==> src/bzr_pkg.sv <==
package bzr_pkg;

  // Default sizes of the bitmap and the chunk table
  localparam int DEF_MAX_BITS   = 65536;
  localparam int DEF_MAX_CHUNKS = 256;

  // Register value after reset
  localparam int N_BITS_RESET   = 65536;

  // Field widths on the ports
  localparam int FUNC_W      = 2;
  localparam int BIDX_W      = 13;
  localparam int BYTE_W      = 8;
  localparam int POS_W       = 17;
  localparam int CIDX_W      = 8;
  localparam int COUNT_W     = 17;
  localparam int STATUS_W    = 2;
  localparam int NBITS_W     = 17;
  localparam int NCHUNKS_W   = 9;
  localparam int CFG_INDEX_W = 1;
  localparam int CFG_DATA_W  = 17;

  typedef enum logic [FUNC_W-1:0] {
    FUNC_LOAD  = 2'd0,
    FUNC_BUILD = 2'd1,
    FUNC_RANK  = 2'd2,
    FUNC_CHUNK = 2'd3
  } func_t;

  typedef enum logic [STATUS_W-1:0] {
    ST_OK          = 2'd0,
    ST_POS_RANGE   = 2'd1,
    ST_CHUNK_RANGE = 2'd2,
    ST_NOT_BUILT   = 2'd3
  } status_t;

  typedef enum logic [CFG_INDEX_W-1:0] {
    CFG_N_BITS   = 1'b0,
    CFG_N_CHUNKS = 1'b1
  } cfg_reg_t;

  // Operand selection for the shared divider
  typedef enum logic [1:0] {
    DIV_BITS_BY_CHUNKS,
    DIV_BITS_BY_SIZE,
    DIV_POS_BY_SIZE
  } div_op_t;

  // Read address selection for the prefix table
  typedef enum logic [1:0] {
    PF_RANK,
    PF_CHUNK_HI,
    PF_CHUNK_LO
  } pf_sel_t;

  // Source of the count loaded into the output register
  typedef enum logic [1:0] {
    OUT_ACC,
    OUT_DIFF,
    OUT_ZERO
  } out_sel_t;

  // Commands from the controller to the datapath
  typedef struct packed {
    logic     cfg_write;
    logic     accept;
    logic     div_start;
    div_op_t  div_op;
    logic     set_size;
    logic     set_total;
    logic     build_init;
    logic     rank_init;
    logic     acc_load;
    logic     byte_read;
    logic     step;
    logic     pf_read;
    pf_sel_t  pf_sel;
    logic     hold_load;
    logic     set_built;
    logic     out_load;
    out_sel_t out_sel;
    status_t  out_status;
  } bzr_cmd_t;

  // Status from the datapath to the controller
  typedef struct packed {
    func_t func;
    logic  built;
    logic  pos_bad;
    logic  chunk_bad;
    logic  div_done;
    logic  sweep_empty;
    logic  step_final;
  } bzr_stat_t;

endpackage

==> src/bzr_ctrl.sv <==
module bzr_ctrl
  import bzr_pkg::*;
(
  input  logic              clk,
  input  logic              rst,
  input  logic              req_valid,
  input  logic [FUNC_W-1:0] func,
  input  logic              cfg_valid,
  input  logic              rsp_stall,
  input  bzr_stat_t         stat,
  output logic              req_stall,
  output logic              rsp_valid,
  output logic              cfg_ready,
  output bzr_cmd_t          cmd
);

  typedef enum logic [3:0] {
    S_IDLE,
    S_BDIV1,
    S_BWAIT1,
    S_BDIV2,
    S_BWAIT2,
    S_BINIT,
    S_READ,
    S_COUNT,
    S_CHECK,
    S_QDIV,
    S_QWAIT,
    S_QPREFIX,
    S_CHI,
    S_CLO,
    S_DONE
  } state_t;

  state_t   state;
  state_t   state_next;
  out_sel_t res_sel;
  out_sel_t res_sel_next;
  status_t  res_code;
  status_t  res_code_next;
  logic     rsp_valid_next;

  assign req_stall = (state != S_IDLE);
  assign cfg_ready = (state == S_IDLE);

  // Sequence the commands for each kind of item
  always_comb begin
    cmd            = '0;
    cmd.out_sel    = res_sel;
    cmd.out_status = res_code;
    cmd.cfg_write  = cfg_valid && (state == S_IDLE);
    state_next     = state;
    res_sel_next   = res_sel;
    res_code_next  = res_code;

    unique case (state)
      S_IDLE: begin
        if (req_valid) begin
          cmd.accept = 1'b1;
          priority if (func == FUNC_BUILD) begin
            state_next = S_BDIV1;
          end else if (func != FUNC_LOAD) begin
            state_next = S_CHECK;
          end else begin
            // A load completes on its transfer
            state_next = S_IDLE;
          end
        end
      end
      S_BDIV1: begin
        cmd.div_start = 1'b1;
        cmd.div_op    = DIV_BITS_BY_CHUNKS;
        state_next    = S_BWAIT1;
      end
      S_BWAIT1: begin
        cmd.div_op = DIV_BITS_BY_CHUNKS;
        if (stat.div_done) begin
          cmd.set_size = 1'b1;
          state_next   = S_BDIV2;
        end
      end
      S_BDIV2: begin
        cmd.div_start = 1'b1;
        cmd.div_op    = DIV_BITS_BY_SIZE;
        state_next    = S_BWAIT2;
      end
      S_BWAIT2: begin
        cmd.div_op = DIV_BITS_BY_SIZE;
        if (stat.div_done) begin
          cmd.set_total = 1'b1;
          state_next    = S_BINIT;
        end
      end
      S_BINIT: begin
        cmd.build_init = 1'b1;
        state_next     = S_READ;
      end
      S_READ: begin
        cmd.byte_read = 1'b1;
        state_next    = S_COUNT;
      end
      S_COUNT: begin
        cmd.step = 1'b1;
        if (stat.step_final) begin
          if (stat.func == FUNC_BUILD) begin
            cmd.set_built = 1'b1;
            state_next    = S_IDLE;
          end else begin
            res_sel_next  = OUT_ACC;
            res_code_next = ST_OK;
            state_next    = S_DONE;
          end
        end else begin
          state_next = S_READ;
        end
      end
      S_CHECK: begin
        res_sel_next = OUT_ZERO;
        priority if (!stat.built) begin
          res_code_next = ST_NOT_BUILT;
          state_next    = S_DONE;
        end else if (stat.func == FUNC_RANK) begin
          if (stat.pos_bad) begin
            res_code_next = ST_POS_RANGE;
            state_next    = S_DONE;
          end else begin
            state_next = S_QDIV;
          end
        end else if (stat.chunk_bad) begin
          res_code_next = ST_CHUNK_RANGE;
          state_next    = S_DONE;
        end else begin
          state_next = S_CHI;
        end
      end
      S_QDIV: begin
        cmd.div_start = 1'b1;
        cmd.div_op    = DIV_POS_BY_SIZE;
        state_next    = S_QWAIT;
      end
      S_QWAIT: begin
        cmd.div_op = DIV_POS_BY_SIZE;
        if (stat.div_done) begin
          cmd.rank_init = 1'b1;
          cmd.pf_read   = 1'b1;
          cmd.pf_sel    = PF_RANK;
          state_next    = S_QPREFIX;
        end
      end
      S_QPREFIX: begin
        cmd.acc_load = 1'b1;
        if (stat.sweep_empty) begin
          res_sel_next  = OUT_ACC;
          res_code_next = ST_OK;
          state_next    = S_DONE;
        end else begin
          state_next = S_READ;
        end
      end
      S_CHI: begin
        cmd.pf_read = 1'b1;
        cmd.pf_sel  = PF_CHUNK_HI;
        state_next  = S_CLO;
      end
      S_CLO: begin
        cmd.pf_read   = 1'b1;
        cmd.pf_sel    = PF_CHUNK_LO;
        cmd.hold_load = 1'b1;
        res_sel_next  = OUT_DIFF;
        res_code_next = ST_OK;
        state_next    = S_DONE;
      end
      S_DONE: begin
        // Wait until the output register is free
        if (!rsp_valid || !rsp_stall) begin
          cmd.out_load = 1'b1;
          state_next   = S_IDLE;
        end
      end
    endcase
  end

  // Output register valid: set on load, drop on transfer
  always_comb begin
    rsp_valid_next = rsp_valid;
    if (cmd.out_load) begin
      rsp_valid_next = 1'b1;
    end else if (rsp_valid && !rsp_stall) begin
      rsp_valid_next = 1'b0;
    end
  end

  always_ff @(posedge clk) begin
    if (rst) begin
      state     <= S_IDLE;
      rsp_valid <= 1'b0;
      res_sel   <= OUT_ZERO;
      res_code  <= ST_OK;
    end else begin
      state     <= state_next;
      rsp_valid <= rsp_valid_next;
      res_sel   <= res_sel_next;
      res_code  <= res_code_next;
    end
  end

endmodule

==> config.mk <==
export PLATFORM = sky130hd
export DESIGN_NAME = bzr_ctrl
export DESIGN_NICKNAME = d
export VERILOG_FILES = /design/src/bzr_pkg.sv /design/src/bzr_ctrl.sv
export SDC_FILE = /design/constraint.sdc
export NUM_CORES = 1
export LEC_CHECK = 0
export ABC_AREA = 1
export BUFFER_PORTS_ARGS = -buffer_cell sky130_fd_sc_hd__buf_4
export CAP_MARGIN = 20
export CORE_MARGIN = 1.5
export CORE_UTILIZATION = 49
export CTS_CLUSTER_DIAMETER = 100
export DETAILED_ROUTE_END_ITERATION = 8
export HOLD_SLACK_MARGIN = 0.08
export PLACE_DENSITY_LB_ADDON = 0.15
export SLEW_MARGIN = 20
export SYNTH_ARGS = -nofsm -noshare
export SYNTH_HDL_FRONTEND = slang
export SYNTH_SLANG_ARGS = --single-unit
==> constraint.sdc <==
create_clock -name clk -period 2.03 [get_ports clk]
set_clock_uncertainty 0.1 [all_clocks]
set_input_delay 0.406 -clock clk [delete_from_list [all_inputs] [get_ports clk]]
set_output_delay 0.406 -clock clk [all_outputs]
set_load 0.02 [all_outputs]
==> flow_summary.toml <==
[global_routing]
antenna_found_initial = 0
grt_max_degree = 10
grt_pass1_wl_um = 3588
track_usage_pct = 25.23
overflow = 0
grt_pass1_vias = 846

[sta]
setup_viol = 0
fin_crit_sh_pct = 93.69
hold_viol = 0
slew_headroom_pct = 80.52
period_needed_ps = 1902
setup_tns_ps = 0
tightest_slew_ps = 291.5
fmax_ghz = 0.5258
rsz0062_at_grt = "no"
slew_violations = 0

[cells_and_area]
layoutNonFillerInstCount = 196
n_fill_cell = 153
area_delta_synth_final_pct = 38.31
diodes = 0
drive_gt1_share_pct = 38.89
fin_nets = 196

[die]
dieArea_um2 = 1949
floorplan.core_area_um2 = 1541
start_util_pct = 53.81
die_width_um = 44.15
rows = 14
ios = 40
fp.dieH_um = 44.15

[clock_network]
cts_buffer_depth = 2
clk_pin_slew_worst_paths_ps = 60
tritoncts = "yes"
clock_latency_ps = 260
cts_made_buffers = 3
cts.sinks = 9
h-tree-depth = 1
clockRootBuffer = "clkbuf_4"

[yosys]
syn_inst = 141
synth.distinct_cells = 23
synthTopCellsByArea = "dfxtp_1, nand2_1, nor2_1"
syn_avg_cell_area_um2 = 5.883
yosys.area.top_type = "dfxtp_1"
ys_ff_latch = 9
syn_nets = 156
ys_warn_count = 0
synth_area_um2 = 829.5
synth_seq_area_share_pct = 21.72
synth_top_area_share_pct = 21.72

[power_and_ir_drop]
power_leakage_nw = 0.6119
vdd_drop_max_v = 0.0008869
p_per_area_nw_per_um2 = 1385

[drt]
viasPerCell = 5.092
wire_per_inst_um = 11.45
wl_met3_um = 115
drt_iter0_drc = 27
route.vias.total = 998
routed_wirelength_um = 2245
detail_route.drc_violations = 0
dr.pass1.iters = 4
postRouteAntennaNets = 0
dr.max_layer_used = "met4"
met2_length_um = 1167
wl_met1_um = 923

[placement]
gp_congestion = 0.8816
dpl.hpwl_um = 1913
io_buffers = 39
placed_cells = 192

[critical_path]
crit_family = "simple AND/OR/NAND/NOR gates"
r2r_setup_slack_ps = 470
startpoint_type = "flop"
endpoint_kind = "output port"
arrival_ps = 1400
crit_chain = "nand2_1, nor2_1, buf_4"
required_ps = 1520
cpPeakStageDelay_ps = 450
critPathSlowestCell = "dfxtp_1"
crit_path_max_fanout = 7
cp_num_buf_inv = 1
crit_type = "flop to output port"

[hold_path]
holdCritPathClass = "input port to flop"

[run_status]
status = "completed"

[run]
cap_viol_max_count = 0
-- logic make-up after synthesis --
kind of cell	share of synthesized area, %
compound gates	14.78
buf+inv	12.22
flops	21.72
simple gates	51.28
-- cell usage after synthesis, drive strengths merged --
| library cell | number |
|---|---|
| nand3b | 3 |
| a21oi | 12 |
| nand4 | 2 |
| dfxtp | 9 |
| or2 | 1 |
| o21ai | 6 |
| nor3 | 2 |
| inv | 20 |
| o22ai | 1 |
| nand3 | 8 |
| nand2 | 47 |
| nor2 | 26 |
| buf | 4 |
-- sequential cells by signal (all words and copies together), names as in the netlist --
register   cells
res_code       2
rsp_valid      1
state          4
res_sel        2
-- what timing repair did --
item / 4_1_cts / 5_1_grt
resized for setup: 0 / 3
endpoints found under the hold margin: 0 / 0
setup buffers: 0 / 0
setup endpoints to repair: 0 / 2
hold buffers: 0 / 0
-- layer usage --
metal | GRT usage (%) | up-vias
met5 | 0 | -
met4 | 6.667 | 0
met3 | 4.898 | 5
met1 | 30.25 | 437
li1 | - | 519
met2 | 45.59 | 37
-- layout make-up --
type	count	area (µm²)	area share (%)
Multi-Input combinational cell	108	550.5	47.98
Timing Repair Buffer	39	292.8	25.52
Sequential cell	9	182.7	15.92
Inverter	20	75.07	6.543
Clock buffer	4	26.28	2.290
Tap cell	16	20.02	1.745
-- placed cells by master (no fill, tap or decap) --
cell	count
clkbuf_4	3
nor2_4	2
nand3b_1	3
clkbuf_1	1
dfxtp_2	2
a21oi_2	5
nor3_1	2
a21oi_1	7
o21ai_1	1
inv_2	3
o21ai_0	3
buf_4	39
o21ai_2	2
o22ai_1	1
nand2_1	39
nand3_2	3
nor2_1	22
nand2_2	7
nand4_1	2
dfxtp_1	7
nor2_2	2
nand3_1	5
or2_4	1
inv_1	17
nand2_4	1
-- where the power goes --
group / internal, W / switching, W
registers: 0.000236 / 0.0000812
clock network: 0.0000759 / 0.0000653
logic: 0.000415 / 0.000715
-- stage by stage --
stage | hold WS (ps) | worst slack, ps | total power, W | utilization, % | instance area, µm²
after floorplan | 394.1 | 313.1 | 0.001078 | - | 829.5
after global routing | 279.8 | 16.56 | 0.001725 | 74.43 | 1147
after global placement | 329.9 | 395.4 | 0.001424 | 72.40 | 1116
after CTS | 270.9 | 58.64 | 0.001592 | 74.11 | 1142
after detailed placement | 362.0 | 350.3 | 0.001444 | 72.40 | 1116
final | 273.9 | 128.1 | 0.001589 | 74.43 | 1147
-- worst register-to-register path, cell delays in order, from the launching register on --
cell and delay, ps:
dfxtp_1 450, nand2_1 250, inv_1 120, nand2_2 80, or2_4 240, nand3_2 80, nand2_1 60, a21oi_2 120
-- final timing paths --
check	startpoint	endpoint	depth (start not counted)
max reg2reg	state[1]$_SDFFE_PP0P_	res_code[1]$_SDFFE_PP0P_	7
min	rst	state[2]$_SDFFE_PP0P_	2
min reg2reg	res_sel[0]$_SDFFE_PP0P_	res_sel[0]$_SDFFE_PP0P_	2
max	state[1]$_SDFFE_PP0P_	cmd[12]	3
Power figures use the tool's default switching activity.
